File: config.mk
export PLATFORM = sky130hd
export DESIGN_NAME = insertion_sort_engine_unit
export DESIGN_NICKNAME = d
export VERILOG_FILES = /design/src/rtl/isort_pkg.sv /design/src/rtl/isort_ram.sv /design/src/rtl/isort_out.sv /design/src/rtl/isort_core.sv /design/src/rtl/insertion_sort_engine_unit.sv
export VERILOG_INCLUDE_DIRS = /design/src /design/src/rtl
export SDC_FILE = /design/constraint.sdc
export NUM_CORES = 2
export LEC_CHECK = 0
export BUFFER_PORTS_ARGS = -buffer_cell sky130_fd_sc_hd__buf_2
export CORE_MARGIN = 2
export CORE_UTILIZATION = 40
export DETAILED_ROUTE_END_ITERATION = 16
export HOLD_SLACK_MARGIN = 0.15
export PLACE_DENSITY = 0.65
export REMOVE_ABC_BUFFERS = 1
export SETUP_SLACK_MARGIN = 0.02
export SYNTH_ARGS = -nofsm -noshare
export SYNTH_HDL_FRONTEND = slang
export SYNTH_HIERARCHICAL = 1
export SYNTH_SLANG_ARGS = --single-unit
File: constraint.sdc
create_clock -name clk -period 7.28 [get_ports clk]
set_clock_uncertainty 0.15 [all_clocks]
set_input_delay 1.456 -clock clk [delete_from_list [all_inputs] [get_ports clk]]
set_output_delay 1.456 -clock clk [all_outputs]
set_load 0.05 [all_outputs]
File: src/rtl/insertion_sort_engine_unit_defines.svh
// ----------------------------------------------------------------------------
// Insertion sort engine assertion macros
// Shared concurrent assertion forms, clocked on clk and disabled in reset.
// ----------------------------------------------------------------------------
`ifndef INSERTION_SORT_ENGINE_UNIT_DEFINES_SVH
`define INSERTION_SORT_ENGINE_UNIT_DEFINES_SVH

// Consequent must hold in the same cycle as the antecedent.
`define ISORT_ASSERT_SAME(lbl, ante, cons, msg) \
    lbl: assert property (@(posedge clk) disable iff (!rst_n) (ante) |-> (cons)) \
        else $error(msg);

// Consequent must hold in the cycle after the antecedent.
`define ISORT_ASSERT_NEXT(lbl, ante, cons, msg) \
    lbl: assert property (@(posedge clk) disable iff (!rst_n) (ante) |=> (cons)) \
        else $error(msg);

`endif

File: src/rtl/isort_pkg.sv
`timescale 1ns / 1ps
// ----------------------------------------------------------------------------
// Insertion sort engine package
// Element type codes, key functions and shared types.
// ----------------------------------------------------------------------------
package isort_pkg;

    localparam int MAX_ELEMENTS_DEF = 64;
    localparam int DATA_W           = 32;
    localparam int TYPE_W           = 3;

    localparam logic [TYPE_W-1:0] ETYPE_S8  = 3'd0;
    localparam logic [TYPE_W-1:0] ETYPE_U8  = 3'd1;
    localparam logic [TYPE_W-1:0] ETYPE_S16 = 3'd2;
    localparam logic [TYPE_W-1:0] ETYPE_U16 = 3'd3;
    localparam logic [TYPE_W-1:0] ETYPE_S32 = 3'd4;
    localparam logic [TYPE_W-1:0] ETYPE_U32 = 3'd5;
    localparam logic [TYPE_W-1:0] ETYPE_RESET = ETYPE_U8;

    // One result item headed for the output register.
    typedef struct packed {
        logic [DATA_W-1:0] value;
        logic              last;
        logic              ovf;
    } isort_out_t;

    function automatic logic [DATA_W-1:0] type_mask(input logic [TYPE_W-1:0] etype);
        logic [DATA_W-1:0] m;
        unique case (etype)
            ETYPE_S8, ETYPE_U8:   m = 32'h0000_00FF;
            ETYPE_S16, ETYPE_U16: m = 32'h0000_FFFF;
            default:              m = 32'hFFFF_FFFF;
        endcase
        return m;
    endfunction

    // Sign bit of the element width for signed types, zero otherwise.
    function automatic logic [DATA_W-1:0] type_flip(input logic [TYPE_W-1:0] etype);
        logic [DATA_W-1:0] f;
        unique case (etype)
            ETYPE_S8:  f = 32'h0000_0080;
            ETYPE_S16: f = 32'h0000_8000;
            ETYPE_S32: f = 32'h8000_0000;
            default:   f = '0;
        endcase
        return f;
    endfunction

    // Flipping the sign bit lets an unsigned compare order signed values.
    function automatic logic [DATA_W-1:0] key_of(input logic [DATA_W-1:0] v,
                                                 input logic [TYPE_W-1:0] etype);
        return (v & type_mask(etype)) ^ type_flip(etype);
    endfunction

endpackage

File: src/rtl/isort_ram.sv
`timescale 1ns / 1ps
// ----------------------------------------------------------------------------
// Generic RAM
// One write port and one read port with a registered read.
// ----------------------------------------------------------------------------
module isort_ram #(
    parameter int WIDTH = isort_pkg::DATA_W,
    parameter int DEPTH = isort_pkg::MAX_ELEMENTS_DEF
) (
    input  logic                     clk,
    input  logic                     wr_en,
    input  logic [$clog2(DEPTH)-1:0] wr_addr,
    input  logic [WIDTH-1:0]         wr_data,
    input  logic                     rd_en,
    input  logic [$clog2(DEPTH)-1:0] rd_addr,
    output logic [WIDTH-1:0]         rd_data
);

    logic [WIDTH-1:0] mem_reg [DEPTH];
    logic [WIDTH-1:0] rd_data_reg;

    always_ff @(posedge clk)
    begin
        if (wr_en)
        begin
            mem_reg[wr_addr] <= wr_data;
        end
        if (rd_en)
        begin
            rd_data_reg <= mem_reg[rd_addr];
        end
    end

    assign rd_data = rd_data_reg;

endmodule

File: src/rtl/isort_out.sv
`timescale 1ns / 1ps
// ----------------------------------------------------------------------------
// Insertion sort output register
// Holds one result item until the downstream side takes it.
// ----------------------------------------------------------------------------
module isort_out (
    input  logic                  clk,
    input  logic                  rst_n,
    input  logic                  load,
    input  isort_pkg::isort_out_t load_item,
    output logic                  free,
    output logic                  m_tvalid,
    input  logic                  m_tready,
    output logic [31:0]           m_tdata,   // sorted_value
    output logic                  m_tlast,
    output logic                  m_tuser    // overflow
);

    logic                  valid_reg;
    logic                  valid_next;
    isort_pkg::isort_out_t item_reg;

    assign free = !valid_reg || m_tready;

    always_comb
    begin
        valid_next = valid_reg;
        if (load)
        begin
            valid_next = 1'b1;
        end
        else if (m_tready)
        begin
            valid_next = 1'b0;
        end
    end

    always_ff @(posedge clk or negedge rst_n)
    begin
        if (!rst_n)
        begin
            valid_reg <= 1'b0;
        end
        else
        begin
            valid_reg <= valid_next;
        end
    end

    always_ff @(posedge clk)
    begin
        if (load)
        begin
            item_reg <= load_item;
        end
    end

    assign m_tvalid = valid_reg;
    assign m_tdata  = item_reg.value;
    assign m_tlast  = item_reg.last;
    assign m_tuser  = item_reg.ovf;

endmodule

File: src/rtl/isort_core.sv
`timescale 1ns / 1ps
// ----------------------------------------------------------------------------
// Insertion sort sequencer
// Walks the sorted store downward to insert an item, then reads it out.
// ----------------------------------------------------------------------------
`include "insertion_sort_engine_unit_defines.svh"

module isort_core #(
    parameter int MAX_ELEMENTS = isort_pkg::MAX_ELEMENTS_DEF
) (
    input  logic                            clk,
    input  logic                            rst_n,
    input  logic [isort_pkg::TYPE_W-1:0]    element_type,
    input  logic                            s_tvalid,
    output logic                            s_tready,
    input  logic [31:0]                     s_tdata,
    input  logic                            s_tlast,
    output logic                            ram_wr_en,
    output logic [$clog2(MAX_ELEMENTS)-1:0] ram_wr_addr,
    output logic [31:0]                     ram_wr_data,
    output logic                            ram_rd_en,
    output logic [$clog2(MAX_ELEMENTS)-1:0] ram_rd_addr,
    input  logic [31:0]                     ram_rd_data,
    input  logic                            out_free,
    output logic                            out_load,
    output isort_pkg::isort_out_t           out_item
);

    localparam int AW = $clog2(MAX_ELEMENTS);
    localparam int CW = $clog2(MAX_ELEMENTS + 1);

    typedef enum logic [4:0] {
        ST_IDLE    = 5'b00001,
        ST_SHIFT   = 5'b00010,
        ST_PLACE   = 5'b00100,
        ST_EMIT_RD = 5'b01000,
        ST_EMIT_LD = 5'b10000
    } state_t;

    state_t        state_reg, state_next;
    logic [CW-1:0] count_reg, count_next;
    logic          ovf_reg, ovf_next;
    logic [AW-1:0] pos_reg, pos_next;
    logic [AW-1:0] idx_reg, idx_next;
    logic [31:0]   val_reg, val_next;
    logic [31:0]   key_reg, key_next;
    logic          last_reg, last_next;

    logic [31:0]   mask;
    logic [31:0]   in_val;
    logic [31:0]   rd_key;
    logic          full;
    logic          idx_is_last;

    assign mask        = isort_pkg::type_mask(element_type);
    assign in_val      = s_tdata & mask;
    assign rd_key      = isort_pkg::key_of(ram_rd_data, element_type);
    assign full        = (count_reg == CW'(MAX_ELEMENTS));
    assign idx_is_last = ((CW'(idx_reg) + CW'(1)) == count_reg);

    always_comb
    begin
        state_next  = state_reg;
        count_next  = count_reg;
        ovf_next    = ovf_reg;
        pos_next    = pos_reg;
        idx_next    = idx_reg;
        val_next    = val_reg;
        key_next    = key_reg;
        last_next   = last_reg;
        s_tready    = 1'b0;
        ram_wr_en   = 1'b0;
        ram_wr_addr = pos_reg;
        ram_wr_data = val_reg;
        ram_rd_en   = 1'b0;
        ram_rd_addr = idx_reg;
        out_load    = 1'b0;
        out_item.value = ram_rd_data & mask;
        out_item.last  = idx_is_last;
        out_item.ovf   = ovf_reg;

        unique case (state_reg)
            ST_IDLE:
            begin
                s_tready = 1'b1;
                if (s_tvalid)
                begin
                    val_next  = in_val;
                    key_next  = isort_pkg::key_of(s_tdata, element_type);
                    last_next = s_tlast;
                    idx_next  = '0;
                    if (full)
                    begin
                        ovf_next   = 1'b1;
                        state_next = s_tlast ? ST_EMIT_RD : ST_IDLE;
                    end
                    else if (count_reg == '0)
                    begin
                        ram_wr_en   = 1'b1;
                        ram_wr_addr = '0;
                        ram_wr_data = in_val;
                        count_next  = CW'(1);
                        state_next  = s_tlast ? ST_EMIT_RD : ST_IDLE;
                    end
                    else
                    begin
                        // Fetch the current top entry; the walk goes down from there.
                        ram_rd_en   = 1'b1;
                        ram_rd_addr = AW'(count_reg - CW'(1));
                        pos_next    = AW'(count_reg);
                        state_next  = ST_SHIFT;
                    end
                end
            end

            ST_SHIFT:
            begin
                ram_wr_en   = 1'b1;
                ram_wr_addr = pos_reg;
                if (rd_key > key_reg)
                begin
                    // Move the larger entry up and fetch the one below it.
                    ram_wr_data = ram_rd_data;
                    pos_next    = pos_reg - AW'(1);
                    if (pos_reg == AW'(1))
                    begin
                        state_next = ST_PLACE;
                    end
                    else
                    begin
                        ram_rd_en   = 1'b1;
                        ram_rd_addr = pos_reg - AW'(1) - AW'(1);
                    end
                end
                else
                begin
                    ram_wr_data = val_reg;
                    count_next  = count_reg + CW'(1);
                    state_next  = last_reg ? ST_EMIT_RD : ST_IDLE;
                end
            end

            ST_PLACE:
            begin
                ram_wr_en   = 1'b1;
                ram_wr_addr = pos_reg;
                ram_wr_data = val_reg;
                count_next  = count_reg + CW'(1);
                state_next  = last_reg ? ST_EMIT_RD : ST_IDLE;
            end

            ST_EMIT_RD:
            begin
                ram_rd_en   = 1'b1;
                ram_rd_addr = idx_reg;
                state_next  = ST_EMIT_LD;
            end

            ST_EMIT_LD:
            begin
                // Read data holds until the next read, so a stalled sink is harmless.
                if (out_free)
                begin
                    out_load = 1'b1;
                    if (idx_is_last)
                    begin
                        count_next = '0;
                        ovf_next   = 1'b0;
                        state_next = ST_IDLE;
                    end
                    else
                    begin
                        idx_next    = idx_reg + AW'(1);
                        ram_rd_en   = 1'b1;
                        ram_rd_addr = idx_reg + AW'(1);
                    end
                end
            end

            default:
            begin
                state_next = ST_IDLE;
            end
        endcase
    end

    always_ff @(posedge clk or negedge rst_n)
    begin
        if (!rst_n)
        begin
            state_reg <= ST_IDLE;
            count_reg <= '0;
            ovf_reg   <= 1'b0;
        end
        else
        begin
            state_reg <= state_next;
            count_reg <= count_next;
            ovf_reg   <= ovf_next;
        end
    end

    always_ff @(posedge clk)
    begin
        pos_reg  <= pos_next;
        idx_reg  <= idx_next;
        val_reg  <= val_next;
        key_reg  <= key_next;
        last_reg <= last_next;
    end

    `ISORT_ASSERT_SAME(a_count_bound, 1'b1, count_reg <= CW'(MAX_ELEMENTS), "count above capacity")
    `ISORT_ASSERT_SAME(a_no_rw_clash, ram_rd_en && ram_wr_en, ram_rd_addr != ram_wr_addr,
                       "read and write hit the same entry")
    `ISORT_ASSERT_SAME(a_write_in_range, ram_wr_en, CW'(ram_wr_addr) <= count_reg,
                       "write beyond the filled part of the store")
    `ISORT_ASSERT_SAME(a_emit_nonempty, out_load, count_reg != '0, "result from an empty store")
    `ISORT_ASSERT_NEXT(a_run_closes, out_load && out_item.last, count_reg == '0 && !ovf_reg,
                       "run state not cleared after final result")

endmodule

File: src/rtl/insertion_sort_engine_unit.sv
`timescale 1ns / 1ps
// ----------------------------------------------------------------------------
// Insertion sort engine
// Sorts a run of elements in a RAM-based store and streams them out in order.
// ----------------------------------------------------------------------------
// Each input item is inserted into a sorted store held in one RAM. An
// insertion into an empty store is a single write; otherwise every stored
// entry larger than the new element moves up one place, one entry per
// cycle, as the store is a single RAM. An item that arrives with a full
// store is dropped and flags overflow on every result of its run. After an
// item with tlast, the store is read out in ascending order, one result
// per cycle after a read start while the sink is ready; no input is taken
// until the last result is in the output register. element_type selects
// signed or unsigned 8, 16 or 32 bit elements (codes 6 and 7 act as
// unsigned 32); results are zero-extended. Write it only while the block
// is idle.
module insertion_sort_engine_unit #(
    parameter int MAX_ELEMENTS = isort_pkg::MAX_ELEMENTS_DEF
) (
    input  logic        clk,
    input  logic        rst_n,
    input  logic        cfg_wr_en,
    input  logic [2:0]  cfg_wr_data,  // element_type
    input  logic        s_tvalid,
    output logic        s_tready,
    input  logic [31:0] s_tdata,      // element_value
    input  logic        s_tlast,      // last_element
    output logic        m_tvalid,
    input  logic        m_tready,
    output logic [31:0] m_tdata,      // sorted_value
    output logic        m_tlast,      // last_result
    output logic        m_tuser       // overflow
);

    localparam int AW = $clog2(MAX_ELEMENTS);

    logic [isort_pkg::TYPE_W-1:0] element_type_reg;

    logic                  ram_wr_en;
    logic [AW-1:0]         ram_wr_addr;
    logic [31:0]           ram_wr_data;
    logic                  ram_rd_en;
    logic [AW-1:0]         ram_rd_addr;
    logic [31:0]           ram_rd_data;
    logic                  out_free;
    logic                  out_load;
    isort_pkg::isort_out_t out_item;

    always_ff @(posedge clk or negedge rst_n)
    begin
        if (!rst_n)
        begin
            element_type_reg <= isort_pkg::ETYPE_RESET;
        end
        else if (cfg_wr_en)
        begin
            element_type_reg <= cfg_wr_data;
        end
    end

    isort_ram #(
        .WIDTH (isort_pkg::DATA_W),
        .DEPTH (MAX_ELEMENTS)
    ) u_store (
        .clk     (clk),
        .wr_en   (ram_wr_en),
        .wr_addr (ram_wr_addr),
        .wr_data (ram_wr_data),
        .rd_en   (ram_rd_en),
        .rd_addr (ram_rd_addr),
        .rd_data (ram_rd_data)
    );

    isort_core #(
        .MAX_ELEMENTS (MAX_ELEMENTS)
    ) u_core (
        .clk          (clk),
        .rst_n        (rst_n),
        .element_type (element_type_reg),
        .s_tvalid     (s_tvalid),
        .s_tready     (s_tready),
        .s_tdata      (s_tdata),
        .s_tlast      (s_tlast),
        .ram_wr_en    (ram_wr_en),
        .ram_wr_addr  (ram_wr_addr),
        .ram_wr_data  (ram_wr_data),
        .ram_rd_en    (ram_rd_en),
        .ram_rd_addr  (ram_rd_addr),
        .ram_rd_data  (ram_rd_data),
        .out_free     (out_free),
        .out_load     (out_load),
        .out_item     (out_item)
    );

    isort_out u_out (
        .clk       (clk),
        .rst_n     (rst_n),
        .load      (out_load),
        .load_item (out_item),
        .free      (out_free),
        .m_tvalid  (m_tvalid),
        .m_tready  (m_tready),
        .m_tdata   (m_tdata),
        .m_tlast   (m_tlast),
        .m_tuser   (m_tuser)
    );

endmodule

==> impl_metrics.tcl <==
set metrics [dict create \
    clk_pin_slew_ps 60 \
    path_delay_family "compound AO/OA/AOI/OAI gates" \
    die_x_um 466 \
    pre_cts_slack_ps 80.3 \
    synth_xor_xnor_area_share_pct 0.298 \
    fillers 17300 \
    layout_setup_ws_ps 442 \
    grt_max_degree 83 \
    synth_top_family_by_area "multiplexers" \
    ys_seq_area_share_pct 76.6 \
    globalplace.congestion 0.863 \
    synthAdderAreaFrac_pct 0.584 \
    finalSetupViolCount 0 \
    cts_max_level 4 \
    globalRouteMet3Util_pct 4.25 \
    grt_use_met2_pct 33.0 \
    initial_utilization_pct 40.2 \
    grt.total_usage_pct 20.7 \
    core.rowCount 169 \
    end_kind "register" \
    postCtsResizedCells 0 \
    final.min_clock_period_ps 6840 \
    synthFlopType "edfxtp_1" \
    critPathBufInv 4 \
    drv_cap 0 \
    setup.worst_path.start_class "register" \
    dp.cells 6856 \
    overflow 0 \
    rsz0062_at_grt "no" \
    post-route-period-util_pct 93.9 \
    largest_reg_flops 2048 \
    synth.distinct_cells 79 \
    crit_arrival_ps 7250 \
    synth.avg_cell_area_um2 21.6 \
    grt.met1_usage_pct 28.7 \
    grt_pass1_vias 42400 \
    hold_path_class "reg -> reg" \
    die_h_um 466 \
    die-area_um2 217000 \
    wl_per_cell_um 31.2 \
    ioPinCount 77 \
    clock_sinks 2179 \
    cp.required_ps 7690 \
    dp_hpwl_um 135000 \
    failed_checks "DRC" \
    nNetsFinal 4322 \
    drt-total-wl_um 226000 \
    worst_path_largest_cell_delay_ps 580 \
    hold_violations 0 \
    fmax_ghz 0.146 \
    tightest_slew_ps 1380 \
    cts_tree "done" \
    cp_common_cell "buf_12" \
    status "finished with violations" \
    area_growth_pct 14.0 \
    synth_warnings 6 \
    final_antenna_net_count 0 \
    cts_buffers 205 \
    port_buffers 76 \
    clock_latency_ps 840 \
    drc_errors 24 \
    cts_hold_buffers 0 \
    critPathMaxFanout 41 \
    synthMuxAreaShare_pct 15.6 \
    synth-simple-area-share_pct 2.59 \
    syn_inst 3953 \
    num_vias 42700 \
    slew_violations 0 \
    crit_path_top_delay_cell "a2111oi_1" \
    root_buffer "clkbuf_16" \
    clock_path_buffers 3 \
    first_iter_violations 5602 \
    syn_area_um2 85300 \
    async_flop_share_pct 0.780 \
    stdcell_count 7234 \
    core_area_um2 212000 \
    post_cts_buffers 0 \
    firstDrtPassIters 14 \
    synth_compound_area_share_pct 2.80 \
    crit_chain "or2_2 > and2_1 > ha_1 > nand4_1 > a2111o_1 > a311o_1 > a2111oi_1 > nor3_1 > a22oi_2 > buf_12 > buf_12 > buf_12 > buf_4 > mux4_2 > o221ai_1 > a21oi_1 > a21oi_1 > nor2_1" \
    synth_edf_count 2162 \
    relSlewSlack_pct 7.44 \
    antenna_found_initial 15 \
    grt_most_used_layer "met2" \
    drive_above_1_share_pct 28.7 \
    ys_seq_elements 2179 \
    grt_pass1_wl_um 318000 \
    crit_type "reg -> reg" \
    viasPerCell 5.91 \
]
==> worst paths after layout <==
check                      cells past startpoint  slack [ps]           startpoint                  end
hold / removal                                 0         330       u_core/ovf_reg        u_out/m_tuser
max in group asynchronous                      1        6200                rst_n  element_type_reg[0]
hold reg to reg                                0         330       u_core/ovf_reg        u_out/m_tuser
setup / recovery                              18         440  element_type_reg[2]   u_store/rd_data[6]
setup reg to reg                              18         440  element_type_reg[2]   u_store/rd_data[6]
min in group asynchronous                      1         430                rst_n  u_core/state_reg[3]
==> final cells by class <==
cell class / instances / area [um2] / area share [%]
inverter: 49 / 184 / 0.189
antenna: 5 / 12.5 / 0.0129
clock buffer: 245 / 5390 / 5.54
sequential: 2179 / 65400 / 67.2
timing repair buffer: 313 / 2500 / 2.57
multi-input combinational: 1494 / 19200 / 19.8
tap: 2821 / 3530 / 3.63
clock inverter: 128 / 1050 / 1.08
==> synth_stat cells (all sizes together) (9+ instances only) <==
library cell / instances / share of area (%)
o221ai: 28 / 0.29
mux2i: 96 / 1.1
nor3: 49 / 0.29
and3: 13 / 0.095
nor2b: 18 / 0.13
nand4: 12 / 0.088
ha: 39 / 0.57
a22oi: 14 / 0.13
nand3: 19 / 0.11
buf: 132 / 0.90
a221o: 36 / 0.42
and2: 59 / 0.43
or2: 9 / 0.066
xnor2: 16 / 0.16
clkbuf: 99 / 0.44
a21oi: 85 / 0.50
edfxtp: 2162 / 76
o21ai: 18 / 0.12
nand2b: 12 / 0.10
xor2: 13 / 0.13
inv: 49 / 0.22
o22ai: 85 / 0.62
nor2: 169 / 0.74
dfrtp: 15 / 0.44
nand2: 56 / 0.25
mux4: 544 / 14
==> cell usage in the layout (no fill, tap or decap), types with 46 or more instances in the layout <==
master | netlist | routed
mux4_2 | 544 | 544
and2_1 | 59 | 59
nor2_4 | 0 | 63
clkbuf_16 | 0 | 210
edfxtp_1 | 2162 | 2162
clkinv_1 | 0 | 63
mux2i_1 | 96 | 96
buf_4 | 36 | 210
o22ai_1 | 85 | 84
a21oi_1 | 84 | 81
buf_2 | 66 | 76
nand2_1 | 56 | 56
nor3_1 | 49 | 46
nor2_1 | 169 | 106
inv_1 | 49 | 49
==> per-layer routing <==
| layer | part of all wire (%) | vias to the layer above |
|---|---|---|
| met1 | 39 | 23000 |
| met4 | 3.2 | 0 |
| met5 | 0 | - |
| met2 | 48 | 2164 |
| met3 | 9.7 | 352 |
| li1 | - | 17200 |
==> kinds of logic after synthesis <==
family	Yosys count
DFF	2179
muxes	646
buffers and inverters	280
and+or+nand+nor	448
xor gates and xnor gates	29
AOI/OAI and AO/OA	331
adders and majority gates	40
==> stage by stage <==
| step | area, um2 | hold WS [ps] | utilization [%] | TNS (ps) |
|---|---|---|---|---|
| after floorplan | 84200 | 276 | - | -2362150 |
| after detailed placement | 90700 | 314 | 42.8 | 0 |
| after CTS | 97200 | 339 | 45.8 | 0 |
| after global routing | 97200 | 347 | 45.8 | 0 |
| after global placement | 90700 | 313 | 42.8 | 0 |
| final | 97200 | 330 | 45.8 | 0 |
Power is left out: the tool's default activity adds up to more than one toggle a clock period on the data nets, which glitch-free logic cannot reach.
